$ cat src/rtl/core/tgc_pkg.sv
package tgc_pkg;

  localparam int SCREEN_WIDTH  = 240;
  localparam int SCREEN_HEIGHT = 320;

  localparam int RAW_W  = 12;
  localparam int TIME_W = 32;
  localparam int MS_W   = 16;
  localparam int DIST_W = 10;
  localparam int X_W    = 8;
  localparam int Y_W    = 9;
  localparam int Z_W    = 8;
  localparam int EV_W   = 3;

  localparam int SIZE_MAX = (SCREEN_WIDTH > SCREEN_HEIGHT) ? SCREEN_WIDTH : SCREEN_HEIGHT;
  localparam int SIZE_W   = $clog2(SIZE_MAX + 1);
  localparam int NUM_W    = RAW_W + SIZE_W;
  localparam int CNT_W    = $clog2(NUM_W + 1);

  localparam int CFG_AW = 3;
  localparam int CFG_DW = 16;

  typedef enum logic [CFG_AW-1:0] {
    CFG_X_LEFT    = 3'd0,
    CFG_X_RIGHT   = 3'd1,
    CFG_Y_TOP     = 3'd2,
    CFG_Y_BOTTOM  = 3'd3,
    CFG_MIN_PRESS = 3'd4,
    CFG_TIMEOUT   = 3'd5,
    CFG_LOCKOUT   = 3'd6,
    CFG_SWIPE_MIN = 3'd7
  } cfg_idx_e;

  localparam logic [RAW_W-1:0]  RST_X_LEFT    = 12'd150;
  localparam logic [RAW_W-1:0]  RST_X_RIGHT   = 12'd3800;
  localparam logic [RAW_W-1:0]  RST_Y_TOP     = 12'd130;
  localparam logic [RAW_W-1:0]  RST_Y_BOTTOM  = 12'd4000;
  localparam logic [MS_W-1:0]   RST_MIN_PRESS = 16'd100;
  localparam logic [MS_W-1:0]   RST_TIMEOUT   = 16'd100;
  localparam logic [MS_W-1:0]   RST_LOCKOUT   = 16'd100;
  localparam logic [DIST_W-1:0] RST_SWIPE_MIN = 10'd50;

  typedef enum logic [EV_W-1:0] {
    EV_NONE     = 3'd0,
    EV_PRESS    = 3'd1,
    EV_TAP      = 3'd2,
    EV_SWIPE_LR = 3'd3,
    EV_SWIPE_RL = 3'd4,
    EV_SWIPE_TB = 3'd5,
    EV_SWIPE_BT = 3'd6
  } event_e;

  typedef struct packed {
    logic [X_W-1:0] x;
    logic [Y_W-1:0] y;
    logic [Z_W-1:0] z;
  } point_t;

  typedef struct packed {
    logic load;
    logic div_start;
    logic axis_y;
    logic save_x;
    logic save_y;
    logic commit;
  } cmd_t;

  typedef struct packed {
    logic div_done;
    logic out_free;
  } sts_t;

endpackage

$ cat src/rtl/core/touch_gesture_classifier_unit.sv
// touch gesture classifier
// input channel (in_valid_i/in_ready_o) takes one touch sample per beat: raw x, y,
// pressure, touched flag and a millisecond timestamp
// output channel (out_valid_o/out_ready_i) returns one result beat per input beat:
// event code, screen x/y for press or tap, and tap pressure
// config port: cfg_we_i writes cfg_wdata_i to register cfg_addr_i; the user must write
// only while no sample is in flight, the block itself does not enforce it
// each sample maps x then y through one shared radix-2 divider, 21 steps per axis;
// once the y result is saved the block updates the output in its decide state, and a new
// beat is taken only after the previous sample has been committed
// the result sits in an output register; a stalled receiver holds it there and the
// next sample is still accepted and mapped, waiting only at the final update until
// the output register frees up
// reset clears the gesture times and points, restores the calibration and timing
// registers to their defaults and drops out_valid_o
module touch_gesture_classifier_unit (
  input  logic                        clk_i,
  input  logic                        rst_ni,
  input  logic                        cfg_we_i,
  input  logic [tgc_pkg::CFG_AW-1:0]  cfg_addr_i,
  input  logic [tgc_pkg::CFG_DW-1:0]  cfg_wdata_i,
  input  logic                        in_valid_i,
  output logic                        in_ready_o,
  input  logic [tgc_pkg::RAW_W-1:0]   raw_x_i,
  input  logic [tgc_pkg::RAW_W-1:0]   raw_y_i,
  input  logic [tgc_pkg::RAW_W-1:0]   raw_pressure_i,
  input  logic                        is_touched_i,
  input  logic [tgc_pkg::TIME_W-1:0]  now_ms_i,
  output logic                        out_valid_o,
  input  logic                        out_ready_i,
  output logic [tgc_pkg::EV_W-1:0]    event_res_o,
  output logic [tgc_pkg::X_W-1:0]     screen_x_o,
  output logic [tgc_pkg::Y_W-1:0]     screen_y_o,
  output logic [tgc_pkg::Z_W-1:0]     tap_pressure_o
);

  tgc_pkg::cmd_t cmd;
  tgc_pkg::sts_t sts;

  tgc_ctrl u_ctrl (
    .clk_i      (clk_i),
    .rst_ni     (rst_ni),
    .in_valid_i (in_valid_i),
    .in_ready_o (in_ready_o),
    .sts_i      (sts),
    .cmd_o      (cmd)
  );

  tgc_dp u_dp (
    .clk_i          (clk_i),
    .rst_ni         (rst_ni),
    .cmd_i          (cmd),
    .sts_o          (sts),
    .cfg_we_i       (cfg_we_i),
    .cfg_addr_i     (cfg_addr_i),
    .cfg_wdata_i    (cfg_wdata_i),
    .raw_x_i        (raw_x_i),
    .raw_y_i        (raw_y_i),
    .raw_pressure_i (raw_pressure_i),
    .is_touched_i   (is_touched_i),
    .now_ms_i       (now_ms_i),
    .out_valid_o    (out_valid_o),
    .out_ready_i    (out_ready_i),
    .event_res_o    (event_res_o),
    .screen_x_o     (screen_x_o),
    .screen_y_o     (screen_y_o),
    .tap_pressure_o (tap_pressure_o)
  );

endmodule

$ cat src/rtl/core/tgc_div.sv
module tgc_div (
  input  logic                       clk_i,
  input  logic                       rst_ni,
  input  logic                       start_i,
  input  logic [tgc_pkg::NUM_W-1:0]  dividend_i,
  input  logic [tgc_pkg::RAW_W-1:0]  divisor_i,
  output logic                       done_o,
  output logic [tgc_pkg::NUM_W-1:0]  quotient_o
);

  logic                       busy_q;
  logic                       done_q;
  logic [tgc_pkg::CNT_W-1:0]  cnt_q;
  logic [tgc_pkg::NUM_W-1:0]  quo_q;
  logic [tgc_pkg::RAW_W-1:0]  rem_q;
  logic [tgc_pkg::RAW_W-1:0]  dvs_q;
  logic [tgc_pkg::RAW_W:0]    rem_sh;
  logic [tgc_pkg::RAW_W:0]    diff;
  logic                       ge;

  // restoring division, one quotient bit per cycle
  always_comb begin
    rem_sh = {rem_q, quo_q[tgc_pkg::NUM_W-1]};
    diff   = rem_sh - {1'b0, dvs_q};
    ge     = (rem_sh >= {1'b0, dvs_q});
  end

  always_ff @(posedge clk_i or negedge rst_ni) begin
    if (!rst_ni) begin
      busy_q <= 1'b0;
      done_q <= 1'b0;
      cnt_q  <= '0;
    end else begin
      done_q <= 1'b0;
      if (start_i) begin
        busy_q <= 1'b1;
        cnt_q  <= tgc_pkg::CNT_W'(tgc_pkg::NUM_W);
      end else if (busy_q) begin
        cnt_q <= cnt_q - 1'b1;
        if (cnt_q == tgc_pkg::CNT_W'(1)) begin
          busy_q <= 1'b0;
          done_q <= 1'b1;
        end
      end
    end
  end

  always_ff @(posedge clk_i) begin
    if (start_i) begin
      quo_q <= dividend_i;
      rem_q <= '0;
      dvs_q <= divisor_i;
    end else if (busy_q) begin
      quo_q <= {quo_q[tgc_pkg::NUM_W-2:0], ge};
      rem_q <= ge ? diff[tgc_pkg::RAW_W-1:0] : rem_sh[tgc_pkg::RAW_W-1:0];
    end
  end

  assign done_o     = done_q;
  assign quotient_o = quo_q;

endmodule

$ cat src/rtl/core/tgc_dp.sv
module tgc_dp (
  input  logic                        clk_i,
  input  logic                        rst_ni,
  input  tgc_pkg::cmd_t               cmd_i,
  output tgc_pkg::sts_t               sts_o,
  input  logic                        cfg_we_i,
  input  logic [tgc_pkg::CFG_AW-1:0]  cfg_addr_i,
  input  logic [tgc_pkg::CFG_DW-1:0]  cfg_wdata_i,
  input  logic [tgc_pkg::RAW_W-1:0]   raw_x_i,
  input  logic [tgc_pkg::RAW_W-1:0]   raw_y_i,
  input  logic [tgc_pkg::RAW_W-1:0]   raw_pressure_i,
  input  logic                        is_touched_i,
  input  logic [tgc_pkg::TIME_W-1:0]  now_ms_i,
  output logic                        out_valid_o,
  input  logic                        out_ready_i,
  output logic [tgc_pkg::EV_W-1:0]    event_res_o,
  output logic [tgc_pkg::X_W-1:0]     screen_x_o,
  output logic [tgc_pkg::Y_W-1:0]     screen_y_o,
  output logic [tgc_pkg::Z_W-1:0]     tap_pressure_o
);

  // configuration
  logic [tgc_pkg::RAW_W-1:0]  x_left_q, x_right_q, y_top_q, y_bottom_q;
  logic [tgc_pkg::MS_W-1:0]   min_press_q, timeout_q, lockout_q;
  logic [tgc_pkg::DIST_W-1:0] swipe_min_q;

  always_ff @(posedge clk_i or negedge rst_ni) begin
    if (!rst_ni) begin
      x_left_q    <= tgc_pkg::RST_X_LEFT;
      x_right_q   <= tgc_pkg::RST_X_RIGHT;
      y_top_q     <= tgc_pkg::RST_Y_TOP;
      y_bottom_q  <= tgc_pkg::RST_Y_BOTTOM;
      min_press_q <= tgc_pkg::RST_MIN_PRESS;
      timeout_q   <= tgc_pkg::RST_TIMEOUT;
      lockout_q   <= tgc_pkg::RST_LOCKOUT;
      swipe_min_q <= tgc_pkg::RST_SWIPE_MIN;
    end else if (cfg_we_i) begin
      case (tgc_pkg::cfg_idx_e'(cfg_addr_i))
        tgc_pkg::CFG_X_LEFT:    x_left_q    <= cfg_wdata_i[tgc_pkg::RAW_W-1:0];
        tgc_pkg::CFG_X_RIGHT:   x_right_q   <= cfg_wdata_i[tgc_pkg::RAW_W-1:0];
        tgc_pkg::CFG_Y_TOP:     y_top_q     <= cfg_wdata_i[tgc_pkg::RAW_W-1:0];
        tgc_pkg::CFG_Y_BOTTOM:  y_bottom_q  <= cfg_wdata_i[tgc_pkg::RAW_W-1:0];
        tgc_pkg::CFG_MIN_PRESS: min_press_q <= cfg_wdata_i[tgc_pkg::MS_W-1:0];
        tgc_pkg::CFG_TIMEOUT:   timeout_q   <= cfg_wdata_i[tgc_pkg::MS_W-1:0];
        tgc_pkg::CFG_LOCKOUT:   lockout_q   <= cfg_wdata_i[tgc_pkg::MS_W-1:0];
        tgc_pkg::CFG_SWIPE_MIN: swipe_min_q <= cfg_wdata_i[tgc_pkg::DIST_W-1:0];
        default: ;
      endcase
    end
  end

  // input beat capture
  logic [tgc_pkg::RAW_W-1:0]  raw_x_q, raw_y_q, pz_q;
  logic                       touched_q;
  logic [tgc_pkg::TIME_W-1:0] now_q;

  always_ff @(posedge clk_i) begin
    if (cmd_i.load) begin
      raw_x_q   <= raw_x_i;
      raw_y_q   <= raw_y_i;
      pz_q      <= raw_pressure_i;
      touched_q <= is_touched_i;
      now_q     <= now_ms_i;
    end
  end

  // calibration mapping operands
  logic [tgc_pkg::RAW_W-1:0]  raw_sel, lo_sel, hi_sel;
  logic [tgc_pkg::SIZE_W-1:0] size_sel;
  logic [tgc_pkg::RAW_W:0]    num, den;
  logic [tgc_pkg::RAW_W-1:0]  num_mag, den_mag;
  logic [tgc_pkg::NUM_W-1:0]  product;
  logic                       force_zero;

  always_comb begin
    raw_sel  = cmd_i.axis_y ? raw_y_q : raw_x_q;
    lo_sel   = cmd_i.axis_y ? y_top_q : x_left_q;
    hi_sel   = cmd_i.axis_y ? y_bottom_q : x_right_q;
    size_sel = cmd_i.axis_y ? tgc_pkg::SIZE_W'(tgc_pkg::SCREEN_HEIGHT)
                            : tgc_pkg::SIZE_W'(tgc_pkg::SCREEN_WIDTH);
    num      = {1'b0, raw_sel} - {1'b0, lo_sel};
    den      = {1'b0, hi_sel} - {1'b0, lo_sel};
    num_mag  = num[tgc_pkg::RAW_W] ? tgc_pkg::RAW_W'(-num) : num[tgc_pkg::RAW_W-1:0];
    den_mag  = den[tgc_pkg::RAW_W] ? tgc_pkg::RAW_W'(-den) : den[tgc_pkg::RAW_W-1:0];
    product  = tgc_pkg::NUM_W'(num_mag) * tgc_pkg::NUM_W'(size_sel);
    // zero divisor or negative quotient both end at coordinate zero
    force_zero = (den == '0) || (num[tgc_pkg::RAW_W] ^ den[tgc_pkg::RAW_W]);
  end

  logic                       div_done;
  logic [tgc_pkg::NUM_W-1:0]  quo;
  logic                       force_zero_q;

  tgc_div u_div (
    .clk_i      (clk_i),
    .rst_ni     (rst_ni),
    .start_i    (cmd_i.div_start),
    .dividend_i (product),
    .divisor_i  (den_mag),
    .done_o     (div_done),
    .quotient_o (quo)
  );

  logic [tgc_pkg::X_W-1:0] map_x_q;
  logic [tgc_pkg::Y_W-1:0] map_y_q;
  logic [tgc_pkg::X_W-1:0] clamp_x;
  logic [tgc_pkg::Y_W-1:0] clamp_y;

  always_comb begin
    clamp_x = (quo > tgc_pkg::NUM_W'(tgc_pkg::SCREEN_WIDTH - 1))
            ? tgc_pkg::X_W'(tgc_pkg::SCREEN_WIDTH - 1) : quo[tgc_pkg::X_W-1:0];
    clamp_y = (quo > tgc_pkg::NUM_W'(tgc_pkg::SCREEN_HEIGHT - 1))
            ? tgc_pkg::Y_W'(tgc_pkg::SCREEN_HEIGHT - 1) : quo[tgc_pkg::Y_W-1:0];
  end

  always_ff @(posedge clk_i) begin
    if (cmd_i.div_start) force_zero_q <= force_zero;
    if (cmd_i.save_x)    map_x_q <= force_zero_q ? '0 : clamp_x;
    if (cmd_i.save_y)    map_y_q <= force_zero_q ? '0 : clamp_y;
  end

  // gesture state
  logic [tgc_pkg::TIME_W-1:0] start_t_q, end_t_q, lock_q;
  logic [tgc_pkg::TIME_W-1:0] start_t_d, end_t_d, lock_d;
  tgc_pkg::point_t            sp_q, ep_q, sp_d, ep_d, t_pt;

  logic [tgc_pkg::TIME_W-1:0] min32, tmo32, lock32;
  logic [tgc_pkg::TIME_W-1:0] start_plus_min, end_plus_tmo, held;
  logic                       pz_ok, press_go, late, rel_go, abandon, wait_rel;
  logic [tgc_pkg::X_W:0]      dx;
  logic [tgc_pkg::Y_W:0]      dy;
  logic [tgc_pkg::X_W-1:0]    ax;
  logic [tgc_pkg::Y_W-1:0]    ay;
  logic [tgc_pkg::DIST_W-1:0] ax_w, ay_w;
  logic                       swipe, dx_pos, dy_pos;

  tgc_pkg::event_e           ev_d, ev_q;
  logic [tgc_pkg::X_W-1:0]   sx_d, sx_q;
  logic [tgc_pkg::Y_W-1:0]   sy_d, sy_q;
  logic [tgc_pkg::Z_W-1:0]   tp_d, tp_q;
  logic                      out_valid_q;

  always_comb begin
    min32  = {{(tgc_pkg::TIME_W-tgc_pkg::MS_W){1'b0}}, min_press_q};
    tmo32  = {{(tgc_pkg::TIME_W-tgc_pkg::MS_W){1'b0}}, timeout_q};
    lock32 = {{(tgc_pkg::TIME_W-tgc_pkg::MS_W){1'b0}}, lockout_q};
    start_plus_min = start_t_q + min32;
    end_plus_tmo   = end_t_q + tmo32;
    held           = end_t_q - start_t_q;

    pz_ok    = (pz_q[tgc_pkg::RAW_W-1:tgc_pkg::Z_W] == '0) && (pz_q[tgc_pkg::Z_W-1:0] != '0);
    press_go = touched_q && (now_q > lock_q);
    late     = now_q > start_plus_min;
    rel_go   = (end_t_q != '0) && (held > min32) && (end_plus_tmo > now_q);
    abandon  = (end_t_q != '0) && (start_plus_min > end_t_q) && (now_q > end_plus_tmo);
    wait_rel = now_q < end_plus_tmo;

    dx     = {1'b0, sp_q.x} - {1'b0, ep_q.x};
    dy     = {1'b0, sp_q.y} - {1'b0, ep_q.y};
    ax     = dx[tgc_pkg::X_W] ? tgc_pkg::X_W'(-dx) : dx[tgc_pkg::X_W-1:0];
    ay     = dy[tgc_pkg::Y_W] ? tgc_pkg::Y_W'(-dy) : dy[tgc_pkg::Y_W-1:0];
    ax_w   = tgc_pkg::DIST_W'(ax);
    ay_w   = tgc_pkg::DIST_W'(ay);
    dx_pos = !dx[tgc_pkg::X_W] && (dx != '0);
    dy_pos = !dy[tgc_pkg::Y_W] && (dy != '0);
    swipe  = ((ax_w > swipe_min_q) && (ay_w < (ax_w >> 1)))
          || ((ay_w > swipe_min_q) && (ax_w < (ay_w >> 1)));

    t_pt.x = map_x_q;
    t_pt.y = map_y_q;
    t_pt.z = pz_q[tgc_pkg::Z_W-1:0];

    start_t_d = start_t_q;
    end_t_d   = end_t_q;
    lock_d    = lock_q;
    sp_d      = sp_q;
    ep_d      = ep_q;
    ev_d      = tgc_pkg::EV_NONE;
    sx_d      = '0;
    sy_d      = '0;
    tp_d      = '0;

    if (pz_ok) begin
      if (press_go) begin
        if (late) begin
          if (sp_q == '0) sp_d = t_pt;
          ep_d = t_pt;
        end
        end_t_d = now_q;
        ev_d    = tgc_pkg::EV_PRESS;
        sx_d    = map_x_q;
        sy_d    = map_y_q;
      end else if (rel_go) begin
        lock_d    = now_q + lock32;
        start_t_d = now_q;
        sp_d      = '0;
        end_t_d   = '0;
        if (swipe) begin
          if (ax_w > ay_w) begin
            ev_d = dx_pos ? tgc_pkg::EV_SWIPE_LR : tgc_pkg::EV_SWIPE_RL;
          end else begin
            ev_d = dy_pos ? tgc_pkg::EV_SWIPE_TB : tgc_pkg::EV_SWIPE_BT;
          end
        end else begin
          ev_d = tgc_pkg::EV_TAP;
          sx_d = ep_q.x;
          sy_d = ep_q.y;
          tp_d = ep_q.z;
        end
      end else if (abandon || !wait_rel) begin
        start_t_d = now_q;
        sp_d      = '0;
        end_t_d   = '0;
      end
    end
  end

  always_ff @(posedge clk_i or negedge rst_ni) begin
    if (!rst_ni) begin
      start_t_q   <= '0;
      end_t_q     <= '0;
      lock_q      <= '0;
      sp_q        <= '0;
      ep_q        <= '0;
      out_valid_q <= 1'b0;
    end else begin
      if (cmd_i.commit) begin
        start_t_q <= start_t_d;
        end_t_q   <= end_t_d;
        lock_q    <= lock_d;
        sp_q      <= sp_d;
        ep_q      <= ep_d;
      end
      if (cmd_i.commit) begin
        out_valid_q <= 1'b1;
      end else if (out_ready_i) begin
        out_valid_q <= 1'b0;
      end
    end
  end

  // output beat register
  always_ff @(posedge clk_i) begin
    if (cmd_i.commit) begin
      ev_q <= ev_d;
      sx_q <= sx_d;
      sy_q <= sy_d;
      tp_q <= tp_d;
    end
  end

  assign sts_o.div_done = div_done;
  assign sts_o.out_free = !out_valid_q || out_ready_i;

  assign out_valid_o    = out_valid_q;
  assign event_res_o    = ev_q;
  assign screen_x_o     = sx_q;
  assign screen_y_o     = sy_q;
  assign tap_pressure_o = tp_q;

endmodule

$ cat src/rtl/core/tgc_ctrl.sv
module tgc_ctrl (
  input  logic           clk_i,
  input  logic           rst_ni,
  input  logic           in_valid_i,
  output logic           in_ready_o,
  input  tgc_pkg::sts_t  sts_i,
  output tgc_pkg::cmd_t  cmd_o
);

  typedef enum logic [4:0] {
    ST_IDLE    = 5'b00001,
    ST_START_X = 5'b00010,
    ST_WAIT_X  = 5'b00100,
    ST_WAIT_Y  = 5'b01000,
    ST_DECIDE  = 5'b10000
  } state_e;

  state_e state_q, state_d;

  always_comb begin
    state_d    = state_q;
    cmd_o      = '0;
    in_ready_o = 1'b0;
    case (state_q)
      ST_IDLE: begin
        in_ready_o = 1'b1;
        if (in_valid_i) begin
          cmd_o.load = 1'b1;
          state_d    = ST_START_X;
        end
      end
      ST_START_X: begin
        cmd_o.div_start = 1'b1;
        state_d         = ST_WAIT_X;
      end
      ST_WAIT_X: begin
        if (sts_i.div_done) begin
          cmd_o.save_x    = 1'b1;
          cmd_o.div_start = 1'b1;
          cmd_o.axis_y    = 1'b1;
          state_d         = ST_WAIT_Y;
        end
      end
      ST_WAIT_Y: begin
        if (sts_i.div_done) begin
          cmd_o.save_y = 1'b1;
          state_d      = ST_DECIDE;
        end
      end
      ST_DECIDE: begin
        if (sts_i.out_free) begin
          cmd_o.commit = 1'b1;
          state_d      = ST_IDLE;
        end
      end
      default: state_d = ST_IDLE;
    endcase
  end

  always_ff @(posedge clk_i or negedge rst_ni) begin
    if (!rst_ni) begin
      state_q <= ST_IDLE;
    end else begin
      state_q <= state_d;
    end
  end

  a_accept_starts_x: assert property (@(posedge clk_i) disable iff (!rst_ni)
    (in_valid_i && in_ready_o) |=> (state_q == ST_START_X))
    else $error("accepted beat did not start x mapping");

  a_done_only_waiting: assert property (@(posedge clk_i) disable iff (!rst_ni)
    sts_i.div_done |-> (state_q == ST_WAIT_X || state_q == ST_WAIT_Y))
    else $error("divider finished outside a wait state");

  a_x_then_y: assert property (@(posedge clk_i) disable iff (!rst_ni)
    (state_q == ST_WAIT_X && sts_i.div_done) |=> (state_q == ST_WAIT_Y))
    else $error("y mapping did not follow x");

  a_div_multicycle: assert property (@(posedge clk_i) disable iff (!rst_ni)
    cmd_o.div_start |=> !sts_i.div_done)
    else $error("divider finished one cycle after start");

endmodule
$ cat config.mk
export PLATFORM = sky130hd
export DESIGN_NAME = touch_gesture_classifier_unit
export DESIGN_NICKNAME = d
export VERILOG_FILES = /design/src/rtl/core/tgc_pkg.sv /design/src/rtl/core/touch_gesture_classifier_unit.sv /design/src/rtl/core/tgc_div.sv /design/src/rtl/core/tgc_dp.sv /design/src/rtl/core/tgc_ctrl.sv
export SDC_FILE = /design/constraint.sdc
export NUM_CORES = 1
export LEC_CHECK = 0
export BUFFER_PORTS_ARGS = -buffer_cell sky130_fd_sc_hd__buf_4
export CAP_MARGIN = 40
export CORE_ASPECT_RATIO = 0.8
export CORE_UTILIZATION = 30
export CTS_BUF_LIST = sky130_fd_sc_hd__clkbuf_4 sky130_fd_sc_hd__clkbuf_8
export DETAILED_ROUTE_END_ITERATION = 7
export GPL_ROUTABILITY_DRIVEN = 0
export GPL_TIMING_DRIVEN = 0
export PLACE_DENSITY = 0.5
export SYNTH_ARGS = -nofsm -noshare
export SYNTH_HDL_FRONTEND = slang
export SYNTH_HIERARCHICAL = 1
export SYNTH_SLANG_ARGS = --single-unit
$ cat constraint.sdc
create_clock -name clk_i -period 11.3 [get_ports clk_i]
set_input_delay 1.695 -clock clk_i [delete_from_list [all_inputs] [get_ports clk_i]]
set_output_delay 1.695 -clock clk_i [all_outputs]
set_load 0.02 [all_outputs]
Word level (Yosys, flattened, before mapping)
Index checks and enable logic that the tools add are counted.
{ "totals": {"elab_cells": 204, "inputBits": 93, "register_bits": 425, "output_inout_bits": 30} }
{ "op_classes": {"n_reduce_logical": 49, "order_cmp": 15, "bitwise_logic": 5, "addsub": 14, "mul": 1, "eq_ne": 19, "n_mux": 60} }
{ "ops": {"columns": ["op", "count"], "rows": [
  ["$gt 32x32->1", 5],
  ["$mux 32", 5],
  ["$mux 25", 5],
  ["$add 32x16->32", 3],
  ["$mux 12", 6],
  ["$mux 9", 6],
  ["$mux 21", 2],
  ["$mux 8", 5],
  ["$gt 32x16->1", 1],
  ["$lt 32x32->1", 1],
  ["$reduce_bool 32->1", 1],
  ["$sub 32x32->32", 1],
  ["$mux 5", 6],
  ["$sub 12x12->13", 2],
  ["$logic_not 25->1", 1],
  ["$pmux 5 s5", 1],
  ["$neg 12->12", 2],
  ["$gt 21x8->1 const B", 1],
  ["$gt 21x9->1 const B", 1],
  ["$mul 12x9->21", 1],
  ["$mux 1", 17],
  ["$reduce_and 2->1", 8],
  ["$reduce_and 4->1", 4],
  ["$ge 13x12->1", 1],
  ["other kinds (42)", 77]
]} }

Depth between registers and ports, before layout
{ "logic_depth": {"depth_word": 9, "mapped_depth": 41, "depth_no_buf": 35} }

Modules after synthesis
Netlist, hierarchy kept.
{ "by_module_without_submodules": {"columns": ["mod", "seq_area_each_um2", "area_each_um2", "n_inst", "cells_each"], "rows": [
  ["tgc_dp", 9823.2, 28272.1, 1, 2928],
  ["tgc_div", 1406.3, 2850.2, 1, 251],
  ["tgc_ctrl", 126.4, 360.3, 1, 40]
]} }

Worst setup path after synthesis
OpenSTA, ideal clock, no wires.
{ "synth_path": {"kind": "flip-flop to flip-flop", "from": "register u_ctrl.state_q[3]", "to": "register u_dp.u_div.quo_q, in the netlist u_dp/u_div/quotient_o[20], data pin", "n_path_buf": 6, "required_ns": 11.040, "setup_time_ns": 0.260, "stages_incl_launch_ff": 41, "slack_ns": 2.044, "arrival_ns": 8.996, "path_cell_list": "dfrtp_1 > clkbuf_1 > or4_1 > nor2_1 > buf_4 > clkbuf_1 > clkbuf_1 > buf_1 > mux2i_1 > ha_1 > inv_1 > fa_1 > a21o_1 > a21oi_1 > o21ai_0 > a21oi_1 > o21ai_0 > o22ai_1 > [5 not listed] > inv_1 > fa_1 > fa_1 > inv_1 > ha_1 > ha_1 > fa_1 > a21oi_1 > nor2_1 > nor2_1 > o21bai_1 > a21oi_1 > o21bai_1 > a21oi_1 > o21ai_0 > o41a_1 > xnor2_1 > mux2_2"} }
{ "synth_rtl": {"columns": ["item", "line", "rtl"], "rows": [
  ["start: declaration", "tgc_ctrl.sv:18", "state_e state_q, state_d;"],
  ["start signal: assignment", "tgc_ctrl.sv:64", "state_q <= state_d;"],
  ["end signal: assignment", "tgc_div.sv:50", "quo_q <= dividend_i;"],
  ["end signal: assignment", "tgc_div.sv:54", "quo_q <= {quo_q[tgc_pkg::NUM_W-2:0], ge};"],
  ["end: declaration", "tgc_div.sv:14", "logic [tgc_pkg::NUM_W-1:0] quo_q;"]
]} }

==> flow_metrics.py <==
metrics = {
    "finish": {
        "final_cell_mix": "ha_1 (340), inv_1 (295), dfrtp_1 (233), nand2_1 (231), nor2_1 (168)",
        "layout-drive-gt1-share_pct": 16.83,
        "final_net_count": 3910,
        "final_common_cell": "ha_1",
        "fin_area_um2": 36170,
        "fin_util_pct": 35.02,
        "synthToLayoutAreaGrowth_pct": 14.88,
    },
    "placement": {
        "port_buffers": 118,
        "hpwl_um": 74760,
        "place_area_um2": 34440,
    },
    "die": {
        "boundaryPins": 123,
        "die_height_um": 291.7,
        "dieArea_um2": 106200,
        "core_um2": 103300,
        "rows": 105,
        "die_x_um": 364.2,
        "start_util_pct": 30.49,
    },
    "cts": {
        "clk_pin_slew_ns": 0.07,
        "clkLatencyLatePin_ns": 0.75,
        "cts_tree": "built",
        "cts_hold_buffers": 0,
        "cts_sinks": 425,
        "post_cts_buffers": 0,
        "htreeDepth": 3,
        "ctsRootBufferMaster": "clkbuf_8",
        "clockBufferDepth": 3,
        "numCtsBuffers": 80,
        "cts_resized": 2,
    },
    "timing": {
        "finalHoldViolCount": 0,
        "fin_skew_ns": 0.04190,
        "tns_ns": 0,
        "fin_crit_sh_pct": 93.23,
        "fmax_ghz": 0.09493,
        "worst_pin_slew_ns": 0.8800,
        "finalSetupViolCount": 0,
        "rsz0062_at_grt": "false",
        "period_needed_ns": 10.53,
        "finalMaxSlewViolations": 0,
        "slew_headroom_pct": 41.06,
    },
    "global_route": {
        "grt_max_degree": 99,
        "grt_pass1_vias": 24290,
        "antenna_found_initial": 5,
        "grt.total_usage_pct": 18.20,
        "overflow": 0,
        "grt_pass1_wl_um": 148100,
    },
    "drt": {
        "drt-total-wl_um": 96920,
        "num_vias": 25280,
        "routed.top_layer": "met5",
        "wl_per_cell_um": 19.76,
        "dr.pass1.iters": 5,
        "route.met2.wl_um": 37180,
        "wl_met3_um": 6821,
        "drc": 0,
        "dr.first_iter.drc_count": 1851,
        "final_antenna_net_count": 0,
        "viasPerCell": 5.154,
        "drt-met1-wl_um": 50530,
    },
    "power": {
        "power_density_nw_per_um2": 330.6,
        "power.static_leakage_nw": 15.54,
        "ir_worst_vdd_mv": 0.8504,
        "total_power_w": 0.01196,
    },
    "worst_setup_path": {
        "cp-start-kind": "register",
        "setup.worst_path.end_class": "register",
        "arrival_ns": 11.03,
        "slowest_stage": "or4_1",
        "required_ns": 11.79,
        "crit_fanout": 10,
        "cp_slowest_stage_delay_ns": 0.58,
        "cp_common_cell": "a21oi_1",
        "critPathKind": "register to register",
    },
    "synth": {
        "yosysTopAreaCell": "dfrtp_1",
        "netlist_instances": 3219,
        "ys_types": 102,
        "yosys_most_used_dff": "dfrtp_1",
        "synth_edf_count": 148,
        "ys_top_cells_by_area": "dfrtp_1 (19%), edfxtp_1 (14%), ha_1 (14%), mux2_2 (5.4%), xnor2_1 (3.8%)",
        "syn_area_per_cell_um2": 9.780,
        "async_reset_ff_share_pct": 62.35,
        "yosys.area.top_type_share_pct": 18.52,
        "ys_seq_area_share_pct": 36.07,
        "synth_seq_cells": 425,
        "netlist_area_um2": 31480,
        "synth_warnings": 6,
    },
    "flow_run": {
        "max-cap-violations": 0,
    },
    "min_path": {
        "hp-class": "register to register",
    },
    "outcome": {
        "outcome": "completed",
    },
}
## area by class of cell
type	instances	area [um2]
Fill cell	10660	67090
Multi-Input combinational cell	2369	18500
Sequential cell	425	11360
Tap cell	1391	1740
Clock buffer	109	1375
Timing Repair Buffer	142	1189
Inverter	296	1111
Buffer	132	570.5
Clock inverter	38	320.3
Antenna cell	3	7.507
## metal layers
metal | GRT usage (%) | up-vias
met4 | 5.308 | 4
met2 | 24.21 | 679
li1 | - | 12270
met5 | 0 | -
met3 | 3.734 | 135
met1 | 28.69 | 12190
## synth_stat cells, types with 32 or more instances
master	n
ha_1	340
inv_1	295
dfrtp_1	233
nand2_1	231
nor2_1	169
a21oi_1	155
mux2_2	150
edfxtp_1	148
xnor2_1	135
nand4_1	115
o21ai_0	111
nand3_1	109
clkbuf_1	91
a21o_1	66
nor3_1	51
xor2_1	49
nor2b_1	43
o21a_1	34
o31ai_1	34
dfstp_2	32
## power breakdown
| part | total (W) | switching [W] | internal, W | leakage [nW] |
|---|---|---|---|---|
| Clock | 0.00164 | 0.000746 | 0.000890 | 0.891 |
| Combinational | 0.00811 | 0.00449 | 0.00363 | 10.4 |
| Sequential | 0.00221 | 0.000249 | 0.00196 | 4.27 |
## sequential cells by signal (all words and copies together), names as in the netlist, 16 cells and up
name / flops
u_dp/start_t_q: 32
u_dp/sp_q: 25
u_dp/end_t_q: 32
u_dp/u_div/quotient_o: 21
u_dp/lock_q: 32
u_dp/min_press_q: 16
u_dp/now_q: 32
u_dp/lockout_q: 16
u_dp/timeout_q: 16
u_dp/ep_q: 25
## final timing paths
kind / from / endpoint / slack (ns) / depth (start not counted)
max: u_ctrl/state_q[3] / u_dp/u_div/quotient_o[20] / 0.77 / 40
min: u_dp/u_div/rem_q[11] / u_dp/u_div/rem_q[11] / 0.49 / 2
max reg2reg: u_ctrl/state_q[3] / u_dp/u_div/quotient_o[20] / 0.77 / 40
min reg2reg: u_dp/u_div/rem_q[11] / u_dp/u_div/rem_q[11] / 0.49 / 2
max in group asynchronous: rst_ni / u_dp/ep_q[8] / 8.91 / 3
min in group asynchronous: rst_ni / u_dp/lock_q[26] / 0.95 / 1
## cell families after synthesis
family,after synthesis,share of synthesized area (%)
AND/OR/NAND/NOR,934,15.27
AO/OA/AOI/OAI,707,16.77
buffers and inverters,428,5.329
flip-flops,425,36.07
adder cells (fa/ha/maj),371,15.48
XOR/XNOR,184,5.119
multiplexers,168,5.938
other,2,0.02385
## through the flow
step                cells  hold WS, ns  setup WS, ns
floorplan            3222       0.4441         2.044
finish               4905       0.4930        0.7655
CTS                  4901       0.4949       0.03578
global route         4904       0.5124       0.01936
global placement     4731       0.4832       -0.2915
detailed placement   4754       0.4779       -0.4421
## critical path, delay by kind of cell, from the launching register on
family	cells	cell delay, ns
and+or+nand+nor	6	1.45
buffers and inverters	9	1.90
DFF	1	0.40
AOI/OAI and AO/OA	13	2.63
muxes	2	0.64
xor gates and xnor gates	2	0.40
adders and majority gates	8	2.82
No activity file was read; power rests on OpenSTA's default activity.
